**config.mk**
```make
export PLATFORM = sky130hd
export DESIGN_NAME = source_token_scanner
export DESIGN_NICKNAME = d
export VERILOG_FILES = /design/src/hw/rtl/sts_pkg.sv /design/src/hw/rtl/sts_core.sv /design/src/hw/rtl/source_token_scanner.sv
export SDC_FILE = /design/constraint.sdc
export NUM_CORES = 1
export LEC_CHECK = 0
export BUFFER_PORTS_ARGS = -buffer_cell sky130_fd_sc_hd__buf_2
export CAP_MARGIN = 40
export CORE_MARGIN = 2
export CORE_UTILIZATION = 65
export DETAILED_ROUTE_END_ITERATION = 16
export PLACE_DENSITY_LB_ADDON = 0.05
export SKIP_LAST_GASP = 1
export SLEW_MARGIN = 40
export SYNTH_ARGS = -nofsm -noshare
export SYNTH_HDL_FRONTEND = slang
export SYNTH_SLANG_ARGS = --single-unit
```
**constraint.sdc**
```tcl
create_clock -name clk_i -period 21.1 [get_ports clk_i]
set_clock_uncertainty 0.2 [all_clocks]
set_input_delay 3.165 -clock clk_i [delete_from_list [all_inputs] [get_ports clk_i]]
set_output_delay 3.165 -clock clk_i [all_outputs]
set_load 0.1 [all_outputs]
```
**src/hw/rtl/sts_pkg.sv**
```systemverilog
// ----------------------------------------------------------------------------
// sts_pkg: shared types and constants of the source token scanner
// token kinds, character classes and the scan step result record
// ----------------------------------------------------------------------------
package sts_pkg;

  localparam int unsigned SrcLen = 65536;
  localparam int unsigned PosW = 17;
  localparam int unsigned MaxNest = 255;

  localparam logic [5:0] K_EOF = 6'd0;
  localparam logic [5:0] K_BAD = 6'd1;
  localparam logic [5:0] K_UNTERM = 6'd2;
  localparam logic [5:0] K_PLUS = 6'd3;
  localparam logic [5:0] K_MINUS = 6'd4;
  localparam logic [5:0] K_STAR = 6'd5;
  localparam logic [5:0] K_SLASH = 6'd6;
  localparam logic [5:0] K_LPAREN = 6'd7;
  localparam logic [5:0] K_RPAREN = 6'd8;
  localparam logic [5:0] K_LBRACE = 6'd9;
  localparam logic [5:0] K_RBRACE = 6'd10;
  localparam logic [5:0] K_SEMI = 6'd11;
  localparam logic [5:0] K_COLON = 6'd12;
  localparam logic [5:0] K_DOT = 6'd13;
  localparam logic [5:0] K_DOTDOT = 6'd14;
  localparam logic [5:0] K_EQ = 6'd15;
  localparam logic [5:0] K_NOT = 6'd17;
  localparam logic [5:0] K_LT = 6'd19;
  localparam logic [5:0] K_GT = 6'd21;
  localparam logic [5:0] K_STRING = 6'd23;
  localparam logic [5:0] K_INT = 6'd24;
  localparam logic [5:0] K_FLOAT = 6'd25;
  localparam logic [5:0] K_IDENT = 6'd26;
  localparam logic [5:0] K_KW0 = 6'd27;

  typedef enum logic [3:0] {
    M_IDLE, M_SLASH, M_LINE, M_BLOCK, M_BLOCK_SLASH, M_BLOCK_STAR,
    M_STRING, M_INT, M_INT_DOT, M_FLOAT, M_IDENT, M_OP2
  } mode_e;

  typedef struct packed {
    logic [5:0]  kind;
    logic [15:0] start;
    logic [15:0] len;
    logic [15:0] line;
  } tok_t;

  typedef struct packed {
    logic [1:0] count;
    tok_t       t0;
    tok_t       t1;
    tok_t       t2;
  } burst_t;

  function automatic logic is_digit(input logic [7:0] c);
    return c >= 8'h30 && c <= 8'h39;
  endfunction

  function automatic logic is_alpha(input logic [7:0] c);
    return (c >= 8'h61 && c <= 8'h7a) || (c >= 8'h41 && c <= 8'h5a) || c == 8'h5f;
  endfunction

  function automatic logic [15:0] cap16(input logic [PosW-1:0] v);
    return v[PosW-1] ? 16'hffff : v[15:0];
  endfunction

  // keyword table, bytes packed little end first
  function automatic logic [5:0] kw_match(input logic [55:0] w, input logic [2:0] n);
    logic [5:0] k;
    k = K_IDENT;
    case (n)
      3'd2: begin
        if (w[15:0] == 16'h6669) k = K_KW0 + 6'd3;
        if (w[15:0] == 16'h6e69) k = K_KW0 + 6'd6;
        if (w[15:0] == 16'h6e66) k = K_KW0 + 6'd8;
      end
      3'd3: begin
        if (w[23:0] == 24'h746e69) k = K_KW0;
        if (w[23:0] == 24'h726f66) k = K_KW0 + 6'd5;
      end
      3'd4: begin
        if (w[31:0] == 32'h6c6f6f62) k = K_KW0 + 6'd2;
        if (w[31:0] == 32'h65736c65) k = K_KW0 + 6'd4;
        if (w[31:0] == 32'h70657473) k = K_KW0 + 6'd7;
        if (w[31:0] == 32'h65757274) k = K_KW0 + 6'd10;
      end
      3'd5: begin
        if (w[39:0] == 40'h74616f6c66) k = K_KW0 + 6'd1;
        if (w[39:0] == 40'h65736c6166) k = K_KW0 + 6'd11;
      end
      3'd6: begin
        if (w[47:0] == 48'h6e7275746572) k = K_KW0 + 6'd9;
      end
      default: k = K_IDENT;
    endcase
    return k;
  endfunction

endpackage

```
**src/hw/rtl/sts_core.sv**
```systemverilog
// ----------------------------------------------------------------------------
// sts_core: scanner state and single step logic
// consumes one registered character and produces up to three tokens
// ----------------------------------------------------------------------------
module sts_core (
  input  logic            clk_i,
  input  logic            rst_ni,
  input  logic            step_i,
  input  logic [7:0]      char_i,
  input  logic            end_i,
  output sts_pkg::burst_t burst_o
);
  import sts_pkg::*;

  mode_e            mode_q, mode_d;
  logic [7:0]       pend_q, pend_d;
  logic [PosW-1:0]  pos_q, pos_d;
  logic [PosW-1:0]  tstart_q, tstart_d;
  logic [15:0]      line_q, line_d;
  logic [7:0]       depth_q, depth_d;
  logic [55:0]      word_q, word_d;
  logic [2:0]       wlen_q, wlen_d;
  burst_t           b;

  function automatic logic [5:0] single_op(input logic [7:0] p);
    case (p)
      8'h2e:   return K_DOT;
      8'h3d:   return K_EQ;
      8'h21:   return K_NOT;
      8'h3c:   return K_LT;
      default: return K_GT;
    endcase
  endfunction

  function automatic logic [PosW-1:0] span(input logic [PosW-1:0] f, input logic [PosW-1:0] t);
    return t > f ? t - f : '0;
  endfunction

  always_comb begin
    logic [7:0]      c;
    logic [PosW-1:0] p, d;
    logic            restart, oc;
    logic [7:0]      op;
    b = '0;
    mode_d = mode_q; pend_d = pend_q; pos_d = pos_q; tstart_d = tstart_q;
    line_d = line_q; depth_d = depth_q; word_d = word_q; wlen_d = wlen_q;
    c = char_i; p = pos_q; restart = 1'b0; oc = 1'b0; op = pend_q;
    d = (p != '0) ? p - 1'b1 : '0;
    if (d < tstart_q) d = tstart_q;
    // push the pending tokens and the end token, line is taken at emission time
    if (end_i) begin
      unique case (mode_q)
        M_SLASH:   begin b.t0 = '{K_SLASH, cap16(tstart_q), 16'd1, line_q}; b.count = 2'd1; end
        M_STRING:  begin b.t0 = '{K_UNTERM, cap16(tstart_q), cap16(span(tstart_q, p)), line_q}; b.count = 2'd1; end
        M_INT:     begin b.t0 = '{K_INT, cap16(tstart_q), cap16(span(tstart_q, p)), line_q}; b.count = 2'd1; end
        M_INT_DOT: begin
          b.t0 = '{K_INT, cap16(tstart_q), cap16(span(tstart_q, d)), line_q};
          b.t1 = '{K_DOT, cap16(d), 16'd1, line_q}; b.count = 2'd2;
        end
        M_FLOAT:   begin b.t0 = '{K_FLOAT, cap16(tstart_q), cap16(span(tstart_q, p)), line_q}; b.count = 2'd1; end
        M_IDENT:   begin
          b.t0 = '{(span(tstart_q, p) == PosW'(wlen_q)) ? kw_match(word_q, wlen_q) : K_IDENT,
                   cap16(tstart_q), cap16(span(tstart_q, p)), line_q};
          b.count = 2'd1;
        end
        M_OP2:     begin b.t0 = '{single_op(pend_q), cap16(tstart_q), 16'd1, line_q}; b.count = 2'd1; end
        default:   b.count = 2'd0;
      endcase
      case (b.count)
        2'd0:    b.t0 = '{K_EOF, cap16(p), 16'd0, line_q};
        2'd1:    b.t1 = '{K_EOF, cap16(p), 16'd0, line_q};
        default: b.t2 = '{K_EOF, cap16(p), 16'd0, line_q};
      endcase
      b.count = b.count + 2'd1;
      mode_d = M_IDLE; pend_d = '0; pos_d = '0; tstart_d = '0; line_d = 16'd1;
      depth_d = '0; word_d = '0; wlen_d = '0;
    end else begin
      if (pos_q < PosW'(SrcLen)) pos_d = pos_q + 1'b1;
      unique case (mode_q)
        M_SLASH: begin
          if (c == 8'h2f) mode_d = M_LINE;
          else if (c == 8'h2a) begin mode_d = M_BLOCK; depth_d = 8'd1; end
          else begin
            b.t0 = '{K_SLASH, cap16(tstart_q), 16'd1, line_q}; b.count = 2'd1; restart = 1'b1;
          end
        end
        M_LINE: if (c == 8'h0a) begin
          mode_d = M_IDLE;
          if (line_q != 16'hffff) line_d = line_q + 1'b1;
        end
        M_BLOCK, M_BLOCK_SLASH, M_BLOCK_STAR: begin
          if (mode_q == M_BLOCK_SLASH && c == 8'h2a) begin
            if (depth_q < 8'(MaxNest)) depth_d = depth_q + 1'b1;
            mode_d = M_BLOCK;
          end else if (mode_q == M_BLOCK_STAR && c == 8'h2f) begin
            depth_d = (depth_q != '0) ? depth_q - 1'b1 : '0;
            mode_d = (depth_d == '0) ? M_IDLE : M_BLOCK;
          end else begin
            mode_d = M_BLOCK;
            if (c == 8'h2f) mode_d = M_BLOCK_SLASH;
            else if (c == 8'h2a) mode_d = M_BLOCK_STAR;
            else if (c == 8'h0a && line_q != 16'hffff) line_d = line_q + 1'b1;
          end
        end
        M_STRING: if (c == 8'h22) begin
          b.t0 = '{K_STRING, cap16(tstart_q + 1'b1), cap16(span(tstart_q + 1'b1, p)), line_q};
          b.count = 2'd1; mode_d = M_IDLE;
        end
        M_INT: begin
          if (c == 8'h2e) mode_d = M_INT_DOT;
          else if (!is_digit(c)) begin
            b.t0 = '{K_INT, cap16(tstart_q), cap16(span(tstart_q, p)), line_q};
            b.count = 2'd1; restart = 1'b1;
          end
        end
        M_INT_DOT: begin
          if (is_digit(c)) mode_d = M_FLOAT;
          else begin
            b.t0 = '{K_INT, cap16(tstart_q), cap16(span(tstart_q, d)), line_q};
            b.count = 2'd1; tstart_d = d; op = 8'h2e; oc = 1'b1;
          end
        end
        M_FLOAT: if (!is_digit(c)) begin
          b.t0 = '{K_FLOAT, cap16(tstart_q), cap16(span(tstart_q, p)), line_q};
          b.count = 2'd1; restart = 1'b1;
        end
        M_IDENT: begin
          if (is_alpha(c) || is_digit(c)) begin
            if (wlen_q < 3'd7) begin
              word_d = word_q | (56'(c) << {wlen_q, 3'b000});
              wlen_d = wlen_q + 1'b1;
            end
          end else begin
            b.t0 = '{(span(tstart_q, p) == PosW'(wlen_q)) ? kw_match(word_q, wlen_q) : K_IDENT,
                     cap16(tstart_q), cap16(span(tstart_q, p)), line_q};
            b.count = 2'd1; restart = 1'b1;
          end
        end
        M_OP2:   oc = 1'b1;
        default: restart = 1'b1;
      endcase
      // two-character operator resolution
      if (oc) begin
        mode_d = M_IDLE;
        if (c == 8'h3d && op != 8'h2e) begin
          b.count = b.count + 2'd1;
          if (b.count == 2'd1) b.t0 = '{single_op(op) + 6'd1, cap16(tstart_d), 16'd2, line_q};
          else b.t1 = '{single_op(op) + 6'd1, cap16(tstart_d), 16'd2, line_q};
        end else if (c == 8'h2e && op == 8'h2e) begin
          b.count = b.count + 2'd1;
          if (b.count == 2'd1) b.t0 = '{K_DOTDOT, cap16(tstart_d), 16'd2, line_q};
          else b.t1 = '{K_DOTDOT, cap16(tstart_d), 16'd2, line_q};
        end else begin
          b.count = b.count + 2'd1;
          if (b.count == 2'd1) b.t0 = '{single_op(op), cap16(tstart_d), 16'd1, line_q};
          else b.t1 = '{single_op(op), cap16(tstart_d), 16'd1, line_q};
          restart = 1'b1;
        end
      end
      // start of a new token on this character
      if (restart) begin
        logic [5:0] k;
        logic       em;
        k = K_BAD; em = 1'b0;
        mode_d = M_IDLE; tstart_d = p;
        case (c)
          8'h20, 8'h09, 8'h0d: em = 1'b0;
          8'h0a: if (line_q != 16'hffff) line_d = line_q + 1'b1;
          8'h2b: begin k = K_PLUS; em = 1'b1; end
          8'h2d: begin k = K_MINUS; em = 1'b1; end
          8'h2a: begin k = K_STAR; em = 1'b1; end
          8'h28: begin k = K_LPAREN; em = 1'b1; end
          8'h29: begin k = K_RPAREN; em = 1'b1; end
          8'h7b: begin k = K_LBRACE; em = 1'b1; end
          8'h7d: begin k = K_RBRACE; em = 1'b1; end
          8'h3b: begin k = K_SEMI; em = 1'b1; end
          8'h3a: begin k = K_COLON; em = 1'b1; end
          8'h2f: mode_d = M_SLASH;
          8'h2e, 8'h3d, 8'h21, 8'h3c, 8'h3e: begin pend_d = c; mode_d = M_OP2; end
          8'h22: mode_d = M_STRING;
          default: begin
            if (is_digit(c)) mode_d = M_INT;
            else if (is_alpha(c)) begin
              mode_d = M_IDENT; word_d = 56'(c); wlen_d = 3'd1;
            end else em = 1'b1;
          end
        endcase
        if (em) begin
          b.count = b.count + 2'd1;
          case (b.count)
            2'd1:    b.t0 = '{k, cap16(p), 16'd1, line_q};
            2'd2:    b.t1 = '{k, cap16(p), 16'd1, line_q};
            default: b.t2 = '{k, cap16(p), 16'd1, line_q};
          endcase
        end
      end
    end
  end

  assign burst_o = b;

  always_ff @(posedge clk_i or negedge rst_ni) begin
    if (!rst_ni) begin
      mode_q <= M_IDLE; pend_q <= '0; pos_q <= '0; tstart_q <= '0;
      line_q <= 16'd1; depth_q <= '0; word_q <= '0; wlen_q <= '0;
    end else if (step_i) begin
      mode_q <= mode_d; pend_q <= pend_d; pos_q <= pos_d; tstart_q <= tstart_d;
      line_q <= line_d; depth_q <= depth_d; word_q <= word_d; wlen_q <= wlen_d;
    end
  end
endmodule

```
**src/hw/rtl/source_token_scanner.sv**
```systemverilog
// ----------------------------------------------------------------------------
// source_token_scanner: streaming lexical scanner
// bytes in, tokens out as kind, offset, length and line
// path: a byte waits in the input register, then its tokens in the token burst register
// throughput: one byte per cycle unless out_stall_i; extra tokens of a byte hold the next byte
// the token burst register drains one token a cycle unless stalled and sets the pace
// reset: asynchronous, line one, offset zero, no tokens pending
// ----------------------------------------------------------------------------
module source_token_scanner (
  input  logic        clk_i,
  input  logic        rst_ni,
  input  logic        in_valid_i,
  output logic        in_stall_o,
  input  logic [7:0]  char_byte_i,
  input  logic        end_of_source_i,
  output logic        out_valid_o,
  input  logic        out_stall_i,
  output logic [5:0]  token_kind_o,
  output logic [15:0] lexeme_start_o,
  output logic [15:0] lexeme_length_o,
  output logic [15:0] line_number_o,
  output logic        last_of_run_o
);
  import sts_pkg::*;

  // input register
  logic       iv_q;
  logic [7:0] ic_q;
  logic       ie_q;
  // token burst register, drained one token a cycle unless stalled
  burst_t     bst_q;
  logic [1:0] idx_q;
  logic       bv_q;
  burst_t     bst;
  logic       take, last, step, free;
  tok_t       cur;

  sts_core u_core (
    .clk_i  (clk_i),
    .rst_ni (rst_ni),
    .step_i (step),
    .char_i (ic_q),
    .end_i  (ie_q),
    .burst_o(bst)
  );

  always_comb begin
    case (idx_q)
      2'd0:    cur = bst_q.t0;
      2'd1:    cur = bst_q.t1;
      default: cur = bst_q.t2;
    endcase
  end

  assign last  = (idx_q + 2'd1) == bst_q.count;
  assign take  = bv_q && !out_stall_i;
  // burst register is free when empty or its final token leaves now
  assign free  = !bv_q || (take && last);
  assign step  = iv_q && free;
  assign in_stall_o = iv_q && !free;

  assign out_valid_o     = bv_q;
  assign token_kind_o    = cur.kind;
  assign lexeme_start_o  = cur.start;
  assign lexeme_length_o = cur.len;
  assign line_number_o   = cur.line;
  assign last_of_run_o   = last;

  always_ff @(posedge clk_i or negedge rst_ni) begin
    if (!rst_ni) begin
      iv_q <= 1'b0; bv_q <= 1'b0; idx_q <= '0;
    end else begin
      if (!in_stall_o) iv_q <= in_valid_i;
      if (step) begin
        bv_q  <= bst.count != 2'd0;
        idx_q <= '0;
      end else if (take) begin
        if (last) bv_q <= 1'b0;
        idx_q <= idx_q + 2'd1;
      end
    end
  end

  always_ff @(posedge clk_i) begin
    if (!in_stall_o) begin
      ic_q <= char_byte_i;
      ie_q <= end_of_source_i;
    end
    if (step) bst_q <= bst;
  end
endmodule

```
==> results.sh <==
export IMPL_antenna_left=0
export IMPL_worstSetupStartpointType="primary input"
export IMPL_grt_pass1_vias=18621
export IMPL_fin_crit_ns=7.804
export IMPL_rows=64
export IMPL_cts_sinks=267
export IMPL_busiest_layer="met2"
export IMPL_syn_avg_cell_area_um2=8.299
export IMPL_io_pins=70
export IMPL_vias=20215
export IMPL_grtUsageMet2_pct=60.41
export IMPL_finalMaxSlewViolations=0
export IMPL_finalNonFillerCells=2854
export IMPL_area_growth_pct=7.523
export IMPL_arrival_ns=4.44
export IMPL_drive_gt1_share_pct=9.113
export IMPL_grt_usage_pct=39.82
export IMPL_grt_pass1_wl_mm=104.5
export IMPL_setup_viol=0
export IMPL_die_w_um=181.3
export IMPL_gr_total_overflow=0
export IMPL_grt_max_degree=103
export IMPL_hold_path_class="reg -> reg"
export IMPL_cp_required_ns=17.74
export IMPL_cts_root_buf="clkbuf_16"
export IMPL_globalRouteMet1Util_pct=57.20
export IMPL_crit_type="in -> out"
export IMPL_crit_top_cell="buf_2"
export IMPL_final_core_util_pct=71.48
export IMPL_final_common_cell="nor2_1"
export IMPL_die_area_um2=32880
export IMPL_maxSlewHeadroom_pct=37.50
export IMPL_tns_ns=0
export IMPL_yosys_warnings=0
export IMPL_cts_tree="done"
export IMPL_clkTransAtPathRegs_ns=0.06
export IMPL_grtUsageMet3_pct=8.365
export IMPL_antenna_found_initial=1
export IMPL_clock_latency_ns=0.57
export IMPL_hold_buffers=0
export IMPL_io_buffers=69
export IMPL_worstMarginPinSlew_ns=0.9304
export IMPL_synth_seq_cells=267
export IMPL_finalCritPeriodShare_pct=36.98
export IMPL_place_inst=2802
export IMPL_endpoint_kind="output pin"
export IMPL_final_cell_mix="311 x nor2_1, 258 x nand2_1, 157 x o21ai_0"
export IMPL_drt_iter0_drc=3233
export IMPL_routed_wl_mm=66.40
export IMPL_wire_per_inst_um=23.27
export IMPL_cp_max_fo=11
export IMPL_synthCells=2463
export IMPL_core_area_um2=30750
export IMPL_viasPerCell=7.083
export IMPL_synthFlopType="edfxtp_1"
export IMPL_cts_resized=0
export IMPL_cap_violations=0
export IMPL_start_util_pct=66.48
export IMPL_synth_cell_area_um2=20440
export IMPL_slowest_stage="nand2_1"
export IMPL_max_freq_mhz=128.1
export IMPL_cts_buffers=28
export IMPL_rsz0062_at_grt="false"
export IMPL_antenna_cells=0
export IMPL_status="complete, no violations"
export IMPL_yosys_cell_types_count=99
export IMPL_dr_pass1_iters=6
export IMPL_crit_path_max_incr_delay_ns=0.45
export IMPL_die_h_um=181.3
export IMPL_drc=0
export IMPL_final_net_count=2539
export IMPL_cts_max_level=1
export IMPL_cts_buffer_depth=3
export IMPL_synth_edf_count=142
export IMPL_postCtsSetupRepairBufs=0
export IMPL_synthArstFlopShare_pct=46.82
export IMPL_hpwlAfterDp_mm=46.73
export IMPL_gp_congestion=1.039
export IMPL_finalHoldViolCount=0
export IMPL_cp_cell_sequence="buf_2 -> o31a_1 -> nand2_1 -> inv_1 -> buf_2"
export IMPL_synth_seq_area_share_pct=36.17
-- metal layers --
layer,wire (µm),part of all wire (%)
met1,27090,41
met2,28800,43
met3,8098,12
met4,2405,3.6
met5,10,0.015
-- worst max-delay path, delay by kind of cell --
kind / cells / cell delay (ns)
buffers and inverters: 3 / 0.50
AND/OR/NAND/NOR: 1 / 0.45
AO/OA/AOI/OAI: 1 / 0.31
-- Yosys cell counts, types with 27 or more instances --
cell	instances	area, µm²
a31oi_1	27	168.9
nor3_1	68	340.3
nor2b_1	46	287.8
a21oi_1	152	760.7
mux2i_1	30	300.3
a22oi_1	55	412.9
a221oi_1	44	385.4
clkbuf_1	134	503.0
nand2_1	259	972.2
ha_1	87	1089
nand4_1	31	193.9
xnor2_1	51	446.7
dfrtp_1	124	3103
inv_1	70	262.8
nor2_1	316	1186
nand3_1	62	310.3
a22o_1	35	306.5
o21ai_0	158	790.8
nand2b_1	29	181.4
and2_1	63	394.1
xor2_1	36	315.3
and3_1	30	187.7
edfxtp_1	142	4264
-- cell families (layout without fill, tap and decap cells) --
| family | after synthesis | in the layout | share of synthesized area (%) |
|---|---|---|---|
| compound gates | 714 | 714 | 23.59 |
| flops | 267 | 267 | 36.17 |
| simple gates | 1038 | 1038 | 24.74 |
| xor+xnor | 87 | 87 | 3.728 |
| buf+inv | 233 | 227 | 4.505 |
| mux | 32 | 32 | 1.579 |
| other cells | 1 | 2 | 0.01835 |
| fa+ha+maj | 91 | 91 | 5.668 |
-- metrics by stage --
stage / setup WS, ns / hold WS, ns / instance area (µm²)
after detailed placement: 13.30 / 0.2744 / 20990
after global routing: 13.06 / 0.2974 / 21980
after global placement: 13.32 / 0.2621 / 20920
after CTS: 13.30 / 0.2912 / 21940
after floorplan: 12.42 / 0.2447 / 20440
final: 13.30 / 0.2956 / 21980
-- path summary, 6_finish.rpt --
path                                  startpoint                   to  slack [ns]  cells after the start
worst max-delay path                 out_stall_i           in_stall_o       13.30                      5
worst min-delay path            u_core.pend_q[6]     u_core.pend_q[6]        0.30                      1
worst max register to register   u_core.pos_q[1]           bst_q[135]       13.57                     23
worst min register to register  u_core.pend_q[6]     u_core.pend_q[6]        0.30                      1
max in group asynchronous                 rst_ni  u_core.tstart_q[16]       17.13                      3
min in group asynchronous                 rst_ni      u_core.pos_q[9]        2.32                      1
-- cell type report --
| cell class | count | area [µm²] |
|---|---|---|
| Timing Repair Buffer | 103 | 626.9 |
| Sequential cell | 267 | 7395 |
| Tap cell | 396 | 495.5 |
| Clock buffer | 37 | 754.5 |
| Clock inverter | 15 | 200.2 |
| Inverter | 72 | 277.8 |
| Fill cell | 2430 | 8771 |
| Multi-Input combinational cell | 1964 | 12230 |
-- registers in the layout, summed over array words and instances, names as in the netlist --
name             count
u_core.wlen_q        3
u_core.tstart_q     17
u_core.pos_q        17
iv_q                 1
ie_q                 1
u_core.pend_q        8
idx_q                2
u_core.word_q       48
u_core.mode_q        4
u_core.line_q       16
ic_q                 8
u_core.depth_q       8
out_valid_o          1
bst_q              133
Power is left out: the tool's default activity adds up to more than one toggle a clock period on the data nets, which glitch-free logic cannot reach.
